===== config.mk =====
export PLATFORM = sky130hd
export DESIGN_NAME = c8ie_ram
export DESIGN_NICKNAME = d
export VERILOG_FILES = /design/src/rtl/c8ie_ram.sv
export SDC_FILE = /design/constraint.sdc
export NUM_CORES = 1
export LEC_CHECK = 0
export BUFFER_PORTS_ARGS = -buffer_cell sky130_fd_sc_hd__buf_2
export CAP_MARGIN = 20
export CORE_UTILIZATION = 36
export CTS_BUF_LIST = sky130_fd_sc_hd__clkbuf_4
export CTS_CLUSTER_SIZE = 40
export DETAILED_ROUTE_END_ITERATION = 10
export SLEW_MARGIN = 20
export SYNTH_ARGS = -nofsm -noshare
export SYNTH_HDL_FRONTEND = slang
export SYNTH_SLANG_ARGS = --single-unit
export TNS_END_PERCENT = 1

===== constraint.sdc =====
create_clock -name clk -period 1.8 [get_ports clk]
set_input_delay 0.09 -clock clk [delete_from_list [all_inputs] [get_ports clk]]
set_output_delay 0.09 -clock clk [all_outputs]
set_load 0.03 [all_outputs]

===== src/rtl/c8ie_ram.sv =====
// Generic simple dual-port RAM: one write port, one read port with registered data.
// No dependencies.
module c8ie_ram #(
    parameter int WIDTH = 8,
    parameter int DEPTH = 16
) (
    input  logic                     clk,
    input  logic                     we,
    input  logic [$clog2(DEPTH)-1:0] waddr,
    input  logic [WIDTH-1:0]         wdata,
    input  logic [$clog2(DEPTH)-1:0] raddr,
    output logic [WIDTH-1:0]         rdata
);

    logic [WIDTH-1:0] mem [DEPTH];

    always_ff @(posedge clk)
    begin
        if (we)
        begin
            mem[waddr] <= wdata;
        end
        rdata <= mem[raddr];
    end

endmodule


[Word level (Yosys, flattened, before mapping)]
Memory sizes are Yosys's and may differ from the RTL's. A register that Yosys moved wholly into a read port is not among the register bits.
Cells that the tools add are included.
Word-level totals
  register bits after elaboration: 0
  bits in latches: 0
  bits in writable memories: 128
  ROM bits: 0
  input bits: 18
  output and inout port bits: 8
  word-level logic and storage cells: 3
  memories: 1
Memories
  mem: words 16, bits a word 8, read ports 1, clocked after Yosys merged registers in 1, write ports 1, line 15  | logic [WIDTH-1:0] mem [DEPTH];
Cells by class
  add/subtract/negate cells: 0
  $mul: 0
  divide/modulo/power cells: 0
  order comparisons: 0
  eq/ne operators: 0
  shift operators: 0
  muxes and demuxes: 2
  bitwise logic cells: 0
  reduce and logical (&&, ||, !) cells: 0
Operators with widths (number)
  1-bit 2-to-1 mux: 2

[Longest topological paths before layout]
  depth in word-level cells: 2
  gate-level depth with buffers: 5
  gate-level depth less buffers: 3

[Least setup slack after synthesis]
Ideal clock, no wire load.
  path kind: input port to flip-flop
  start point: input port waddr[2]
  end point: memory mem[0][0], enable pin
  library setup time: 0.383 ns
  arrival: 1.200 ns
  required time: 1.417 ns
  slack: 0.217 ns
  stages on the path: 2
  path buffers: 0
  cell sequence: or3b_2 -> nor3_1
RTL lines
  start, declared: line 9  | input logic [$clog2(DEPTH)-1:0] waddr,
  end, declared: line 15
Straight into the memory's write port.

==> flow_summary.json <==
{
  "grt_max_degree": 24,
  "drtIter0Drc": 118,
  "wl_mm": 9.50,
  "viasPerCell": 5.00,
  "cts_tree": "built",
  "status": "completed",
  "fin_cells": 485,
  "whs_path_depth": 3,
  "cpLargestDelayFamily": "multiplexers",
  "clkPwrFrac": 0.282,
  "fin_crit_ps": 1420,
  "row_count": 43,
  "required_ps": 2210,
  "cp_slowest_cell": "mux4_1",
  "dp_cells": 446,
  "synth-seq-cells": 136,
  "slew_headroom": 0.695,
  "yosys_warnings": 0,
  "p_seq_frac": 0.648,
  "slew_violations": 0,
  "drive_above_1_share": 0.298,
  "die_w_um": 122,
  "dominantRegCellSynth": "edfxtp_1",
  "route.vias.total": 2427,
  "synth_cell_types": 19,
  "portBuffers": 25,
  "synth_edf_count": 128,
  "cts_hold_buf": 8,
  "drc": 0,
  "p_int_uw": 4290,
  "postCtsSetupBuffers": 0,
  "multi_input_area_um2": 1060,
  "overflow": 0,
  "p_switching_uw": 1190,
  "r2r_cells": 3,
  "start_util": 0.369,
  "die-area_um2": 14800,
  "async_reset_ff_frac": 0,
  "path_cells": "mux4_1 -> a22oi_1 -> nand2_1",
  "worstPathMaxFanout": 1,
  "setup_ws_ps": 379,
  "grt_pass1_vias": 2492,
  "hold_violations": 0,
  "final_common_cell": "edfxtp_1",
  "globalplace.congestion": 0.703,
  "syn_area_um2": 5150,
  "core_area_um2": 13900,
  "max_stage_delay_ps": 510,
  "worst-setup-path-type": "reg2reg",
  "fin_area_um2": 5900,
  "dr.pass1.iters": 5,
  "path_buf_inv": 0,
  "synth_fp_nets": 247,
  "cts_buffers": 17,
  "avgSynthCellArea_um2": 22.5,
  "powerDensity_nw_per_um2": 930,
  "grt_usage": 0.145,
  "n_antenna_cell": 0,
  "ios": 26,
  "cts.sinks": 136,
  "dieHeight_um": 122,
  "ir_worst_vdd_mv": 0.522,
  "start_kind": "flip-flop",
  "path_depth": 3,
  "htreeDepth": 4,
  "clockRootBuffer": "clkbuf_4",
  "cts.path.max_buffers": 2,
  "num-fill-cells": 1218,
  "antenna_found_initial": 0,
  "cp.arrival_ps": 1840,
  "place_area_um2": 5610,
  "clk_pin_slew_ps": 100,
  "rsz0062_at_grt": "no",
  "wire_per_inst_um": 19.6,
  "syn2layout_area_growth_pct": 14.6,
  "worst_pin_slew_ps": 457,
  "layout_worst_path_cycle_share": 0.789,
  "leakage_uw": 0.00198,
  "postSynthCellCount": 229,
  "place_ws_ps": 266,
  "crit_path_end_kind": "flip-flop",
  "setup_tns_ps": 0,
  "setup_violations": 0,
  "fmax_mhz": 704,
  "seq_area_frac_synth": 0.778,
  "cts_resized": 0,
  "power.share.switching": 0.218,
  "final_cell_mix": "edfxtp_1, buf_2, clkbuf_4, buf_4, mux4_2",
  "ant_nets": 0,
  "maxCapViolCount": 0,
  "hold_class": "in2reg",
  "skew_ps": 12.5,
  "worst_hold_slack_ps": 119,
  "combPwrFrac": 0.070,
  "register_area_um2": 4000,
  "nets": 311,
  "grt_pass1_wl_mm": 14.7,
  "hpwl_mm": 6.29,
  "insertion_delay_ps": 530
}
==> sequential cells by signal (all words and copies together) (netlist names) <==
register / count
mem: 128
rdata: 8
==> through the flow <==
stage	power, uW	utilization
after global routing	5710	0.423
final	5490	0.423
after floorplan	3840	-
after CTS	5550	0.423
after detailed placement	4010	0.403
after global placement	4000	0.403
==> cells by family (layout without fill, tap and decap cells) <==
kind of cell	Yosys count	after routing	synth area share
AO/OA/AOI/OAI	16	16	0.0233
buffers and inverters	10	86	0.0168
flip-flops	136	136	0.778
AND/OR/NAND/NOR	35	35	0.0318
multiplexers	32	32	0.150
==> cell usage after synthesis, types with 2 or more instances <==
library cell     number  area, um2
nor3_1                4       20.0
a22oi_1              16        120
buf_6                 3       33.8
mux4_2               18        405
buf_2                 3       15.0
nand3b_1              2       15.0
nor2_1               13       48.8
nand2b_1              2       12.5
nand2_1               9       33.8
clkdlybuf4s25_2       3       30.0
dfxtp_1               8        160
mux4_1               14        368
edfxtp_1            128       3840
==> final cells by class <==
cell class,instances,share of cell area
Clock inverter,8,0.00551
Multi-Input combinational cell,83,0.179
Clock buffer,23,0.0293
Timing Repair Buffer,55,0.0691
Tap cell,180,0.0382
Sequential cell,136,0.679
==> routing by layer <==
| layer | wire [um] | share of wire | GRT usage |
|---|---|---|---|
| met5 | 0 | 0 | 0 |
| met3 | 487 | 0.051 | 0.0478 |
| met1 | 4290 | 0.45 | 0.187 |
| met2 | 4590 | 0.48 | 0.227 |
| met4 | 136 | 0.014 | 0.0602 |
==> power by group through the flow <==
stage	Sequential (uW)	Combinational, uW	Clock [uW]
2_1_floorplan	3660	180	0
3_3_place_gp	3630	370	0
3_5_place_dp	3630	378	0
4_1_cts	3560	392	1600
5_1_grt	3560	418	1730
6_report	3560	384	1550
==> worst paths after layout <==
check                         to            startpoint  slack [ps]
max reg2reg     rdata[2]$_DFF_P_   mem[1][2]$_DFFE_PP_         380
max             rdata[2]$_DFF_P_   mem[1][2]$_DFFE_PP_         380
min reg2reg     rdata[0]$_DFF_P_  mem[14][0]$_DFFE_PP_         700
min          mem[4][1]$_DFFE_PP_              waddr[0]         120
==> worst reg2reg max path: stages, from the launching register on <==
cell      delay, ps
edfxtp_1        400
mux4_1          510
a22oi_1         290
nand2_1         100
Power figures use the tool's default switching activity.
