## config.mk

```make
export PLATFORM = sky130hd
export DESIGN_NAME = c8ie_alu
export DESIGN_NICKNAME = d
export VERILOG_FILES = /design/src/rtl/c8ie_pkg.sv /design/src/rtl/c8ie_alu.sv
export SDC_FILE = /design/constraint.sdc
export NUM_CORES = 1
export LEC_CHECK = 0
export ABC_AREA = 1
export BUFFER_PORTS_ARGS = -buffer_cell sky130_fd_sc_hd__buf_4
export CORE_MARGIN = 5
export CORE_UTILIZATION = 40
export DETAILED_ROUTE_END_ITERATION = 8
export GPL_ROUTABILITY_DRIVEN = 0
export REMOVE_ABC_BUFFERS = 1
export SYNTH_ARGS = -nofsm -noshare
export SYNTH_HDL_FRONTEND = slang
export SYNTH_SLANG_ARGS = --single-unit
```

## constraint.sdc

```tcl
create_clock -name vclk -period 2.7
set_input_delay 0.54 -clock vclk [all_inputs]
set_output_delay 0.54 -clock vclk [all_outputs]
set_load 0.01 [all_outputs]
```

## src/rtl/c8ie_pkg.sv

```systemverilog
// Shared package for the CHIP-8 instruction executor.
// Holds item codes, status codes, the ALU result type and the font and BCD helpers.
// No dependencies.
package c8ie_pkg;

    localparam int MEM_BYTES     = 4096;
    localparam int MEM_AW        = 12;
    localparam int STACK_DEPTH   = 16;
    localparam int SCREEN_PIXELS = 2048;
    localparam int PIX_AW        = 11;

    localparam logic [1:0] ACT_EXEC  = 2'd0;
    localparam logic [1:0] ACT_WRMEM = 2'd1;
    localparam logic [1:0] ACT_KEY   = 2'd2;
    localparam logic [1:0] ACT_PIXEL = 2'd3;

    localparam logic [1:0] ST_OK        = 2'd0;
    localparam logic [1:0] ST_UNKNOWN   = 2'd1;
    localparam logic [1:0] ST_OVERFLOW  = 2'd2;
    localparam logic [1:0] ST_UNDERFLOW = 2'd3;

    localparam logic [11:0] PC_RESET = 12'h200;

    typedef struct packed {
        logic       ok;
        logic       wflag;
        logic [7:0] res;
        logic       flag;
    } alu_res_t;

    function automatic logic [7:0] font_byte(input logic [11:0] a);
        logic [7:0] b;
        b = 8'h00;
        if (a < 12'd80) begin
            case (a[6:0])
                7'd0, 7'd4, 7'd10, 7'd12, 7'd14, 7'd15, 7'd17, 7'd19, 7'd22,
                7'd25, 7'd27, 7'd29, 7'd30, 7'd32, 7'd34, 7'd35, 7'd40, 7'd42,
                7'd44, 7'd45, 7'd47, 7'd49, 7'd50, 7'd52, 7'd60, 7'd64, 7'd70,
                7'd72, 7'd74, 7'd75, 7'd77:
                    b = 8'hF0;
                7'd1, 7'd2, 7'd3, 7'd20, 7'd21, 7'd33, 7'd41, 7'd43, 7'd46,
                7'd51, 7'd53, 7'd54, 7'd56, 7'd58, 7'd66, 7'd67, 7'd68:
                    b = 8'h90;
                7'd5, 7'd7, 7'd8, 7'd37:
                    b = 8'h20;
                7'd6:
                    b = 8'h60;
                7'd9:
                    b = 8'h70;
                7'd11, 7'd16, 7'd18, 7'd23, 7'd24, 7'd28, 7'd36, 7'd48:
                    b = 8'h10;
                7'd13, 7'd26, 7'd31, 7'd61, 7'd62, 7'd63, 7'd71, 7'd73, 7'd76,
                7'd78, 7'd79:
                    b = 8'h80;
                7'd38, 7'd39:
                    b = 8'h40;
                7'd55, 7'd57, 7'd59, 7'd65, 7'd69:
                    b = 8'hE0;
                default:
                    b = 8'h00;
            endcase
        end
        return b;
    endfunction

    function automatic logic [1:0] bcd_hund(input logic [7:0] v);
        return (v >= 8'd200) ? 2'd2 : ((v >= 8'd100) ? 2'd1 : 2'd0);
    endfunction

    function automatic logic [6:0] bcd_rem(input logic [7:0] v);
        logic [7:0] r;
        r = v - ({6'd0, bcd_hund(v)} * 8'd100);
        return r[6:0];
    endfunction

    // Tens by multiply with 205/2048, exact below one hundred.
    function automatic logic [3:0] bcd_tens(input logic [7:0] v);
        logic [14:0] p;
        p = {8'd0, bcd_rem(v)} * 15'd205;
        return p[14:11];
    endfunction

    function automatic logic [3:0] bcd_ones(input logic [7:0] v);
        logic [6:0] r;
        r = bcd_rem(v) - ({3'd0, bcd_tens(v)} * 7'd10);
        return r[3:0];
    endfunction

endpackage

```

## src/rtl/c8ie_alu.sv

```systemverilog
// Register-to-register ALU for the 8XYn instruction group.
// Depends on c8ie_pkg.
module c8ie_alu (
    input  logic [3:0]          fn,
    input  logic [7:0]          vx,
    input  logic [7:0]          vy,
    output c8ie_pkg::alu_res_t  res
);
    import c8ie_pkg::*;

    logic [8:0] sum;

    assign sum = {1'b0, vx} + {1'b0, vy};

    always_comb
    begin
        res = '{ok: 1'b1, wflag: 1'b1, res: 8'h00, flag: 1'b0};
        case (fn)
            4'h0: begin res.res = vy;      res.wflag = 1'b0; end
            4'h1: begin res.res = vx | vy; res.wflag = 1'b0; end
            4'h2: begin res.res = vx & vy; res.wflag = 1'b0; end
            4'h3: begin res.res = vx ^ vy; res.wflag = 1'b0; end
            4'h4: begin res.res = sum[7:0]; res.flag = sum[8]; end
            4'h5: begin res.res = vx - vy;  res.flag = (vx >= vy); end
            4'h6: begin res.res = {1'b0, vx[7:1]}; res.flag = vx[0]; end
            4'h7: begin res.res = vy - vx;  res.flag = (vy >= vx); end
            4'hE: begin res.res = {vx[6:0], 1'b0}; res.flag = vx[7]; end
            default:
            begin
                res.ok    = 1'b0;
                res.wflag = 1'b0;
            end
        endcase
    end

endmodule

```

==> Yosys cells after proc, flatten, opt, wreduce, memory -nomap -nowiden <==
Index checks and enable logic that the tools add are counted.
{ "word_totals": {"out_inout_bits": 11, "register_bits": 0, "wordCells": 23} }
{ "classes": {"n_mux": 4, "magnitude_cmp": 2, "n_addsub": 3, "bitwise": 3, "n_eq_ne": 8, "reduce_logical": 3} }
{ "ops": {"columns": ["operator", "count"], "rows": [
  ["$pmux 8 s9", 1],
  ["$eq 4x3->1 const B", 4],
  ["$ge 8x8->1", 2],
  ["$sub 8x8->8", 2],
  ["$add 8x8->9", 1],
  ["$reduce_or 9->1", 1],
  ["$and 8x8->8", 1],
  ["$eq 4x2->1 const B", 2],
  ["$or 8x8->8", 1],
  ["$xor 8x8->8", 1],
  ["$pmux 1 s5", 1],
  ["$reduce_or 5->1", 1],
  ["$eq 4x1->1 const B", 1],
  ["$eq 4x4->1 const B", 1],
  ["$logic_not 4->1", 1],
  ["$mux 1", 2]
]} }

==> Longest topological paths before layout <==
{ "depth": {"depth_word": 3, "depth_mapped": 13, "mapped_depth_nobuf": 12} }

==> Worst setup path after synthesis <==
OpenSTA, ideal clock, no wires.
{ "synth_timing": {"path_kind": "input to output", "from": "input vx[0]", "to": "output res[5] (netlist name)", "path_buffers": 0, "required_ns": 2.160, "t_arrival_ns": 1.749, "cell_stages": 10, "setup_slack_ns": 0.411, "cell_sequence": "inv_1 > ha_1 > inv_1 > fa_1 > inv_1 > o21ai_2 > o21ai_0 > nor2_1 > nor2_1 > nand3_1"} }
{ "synth_rtl": {"columns": ["item", "line", "text"], "rows": [
  ["start: declaration", "c8ie_alu.sv:5", "input logic [7:0] vx,"],
  ["end: declaration", "c8ie_alu.sv:7", "output c8ie_pkg::alu_res_t res"]
]} }

==> flow_summary.yaml <==
sta:
  tns_ns: 0
  fin_crit_ns: 2.58
  fin_crit_sh: 0.955
  setup_viol: 0
  hold_viol_final: 0
  tightest_slew_ns: 0.348
  fmax_mhz: 388
  max_slew_margin: 0.768
  maxSlewViolCount: 0
  final.setup.worst_slack_ns: 0.123
route:
  vias_per_cell: 5.16
  drtAntennaViolNets: 0
  drc: 0
  dr.pass1.iters: 4
  vias: 2197
  drt-total-wl_mm: 6.00
  wl_per_cell_um: 14.1
  drtIter0Drc: 170
logic_synthesis:
  syn_area_um2: 1840
  synth-seq-area-share: 0
  avgSynthCellArea_um2: 5.59
  yosysUniqueCellTypes: 31
  yosysWarnings: 0
  netlist_instances: 329
cells_and_area:
  final_cell_mix: "nand2_1, inv_1, buf_4"
  fin_util: 0.525
  nets: 434
  clock_buffers: 0
  seq_area_um2: 0
  seq_cell_count: 0
  synthToLayoutAreaGrowth_pct: 25.9
  antenna_cells: 0
  drive_gt1_frac: 0.233
  layout_commonest_cell: "nand2_1"
  n_fill_cell: 487
  multi_input_area_um2: 1640
min_path:
  hold_class: "in2out"
power:
  power.density_nw_per_um2: 181
  leakage_nw: 1.30
  ir_drop_mv: 0.0740
worst_setup_path:
  crit_type: "in2out"
  worst_setup_path_start_kind: "input port"
  crit_path_end_kind: "primary output"
  cp_data_required_time_ns: 2.16
  crit_arrival_ns: 2.04
  critPathMaxFanout: 4
outcome:
  status: "completed"
global_routing:
  met2_usage: 0.300
  grt_pass1_vias: 2023
  grt_max_degree: 10
  grt_overflow_total: 0
  gr-usage-all-layers: 0.192
  use_met3: 0.0104
  antenna_found_initial: 0
  grt.met1_usage: 0.285
  top_usage_layer: "met2"
  grt_pass1_wl_mm: 9.81
die:
  core_um2: 4410
  fp.dieH_um: 77.8
  die_area_um2: 6060
  start_util: 0.417
  ioPinCount: 31
  placementRows: 24
  die_x_um: 77.8
clocking:
  post_cts_buffers: 0
  cts.hold.buffers_added: 0
  cts-resized-gates: 0
place:
  dpl.hpwl_mm: 4.93
  io_buffers: 31
  dp_slack_ns: 0.0262
flow_run:
  drv_cap: 0
worst max-delay path: stages:
cell     delay (ns)
buf_4          0.12
inv_1          0.06
ha_1           0.15
inv_1          0.05
fa_1           0.41
nand2_2        0.11
a21oi_2        0.09
nand2_1        0.07
nand3_1        0.08
a21oi_1        0.13
nand3_1        0.08
buf_4          0.15
path summary, 6_finish.rpt:
kind                   from      end  depth (start not counted)  slack (ns)
worst max-delay path  vy[0]   res[0]                         12        0.12
worst min-delay path  fn[3]  res[10]                          3        1.39
routing by layer:
layer,vias up,wire length [um]
met5,-,0
met4,0,118
met3,11,372
met2,73,2730
met1,976,2780
li1,1137,-
synth_stat cells (4+ instances only):
| cell type | n | area share |
|---|---|---|
| nand2_1 | 90 | 0.18 |
| inv_1 | 55 | 0.11 |
| nand3_1 | 36 | 0.098 |
| ha_1 | 35 | 0.24 |
| nor2_1 | 31 | 0.063 |
| a21oi_1 | 17 | 0.046 |
| inv_2 | 7 | 0.014 |
| o21ai_0 | 7 | 0.019 |
| o22ai_1 | 7 | 0.024 |
| nand2_2 | 4 | 0.014 |
| nand4_1 | 4 | 0.014 |
| nor2_4 | 4 | 0.024 |
cell families (layout without fill, tap and decap cells):
family	after synthesis	after routing	synth area share
and+or+nand+nor	177	177	0.425
buffers and inverters	69	114	0.149
AOI/OAI and AO/OA	44	44	0.151
adders and majority gates	38	38	0.271
xor gates and xnor gates	1	1	0.00476
layout make-up:
class / instances / share of cell area
repair buffers: 50 / 0.162
well taps: 52 / 0.0281
multi-input cells: 260 / 0.706
inverters: 64 / 0.104
metrics by stage:
stage | instance area, um2 | total power [mW] | cells | hold WS (ns)
after global routing | 2320 | 0.468 | 426 | 1.42
after detailed placement | 2250 | 0.395 | 426 | 1.39
after floorplan | 1810 | 0.231 | 324 | 1.15
after CTS | 2250 | 0.397 | 426 | 1.39
final | 2320 | 0.419 | 426 | 1.39
after global placement | 2250 | 0.394 | 426 | 1.39
power by group:
part,switching (mW),internal (mW)
clock,0,0
sequential,0,0
combinational,0.244,0.174
total,0.244,0.174
Note: power is estimated with default switching activity, not from simulation.
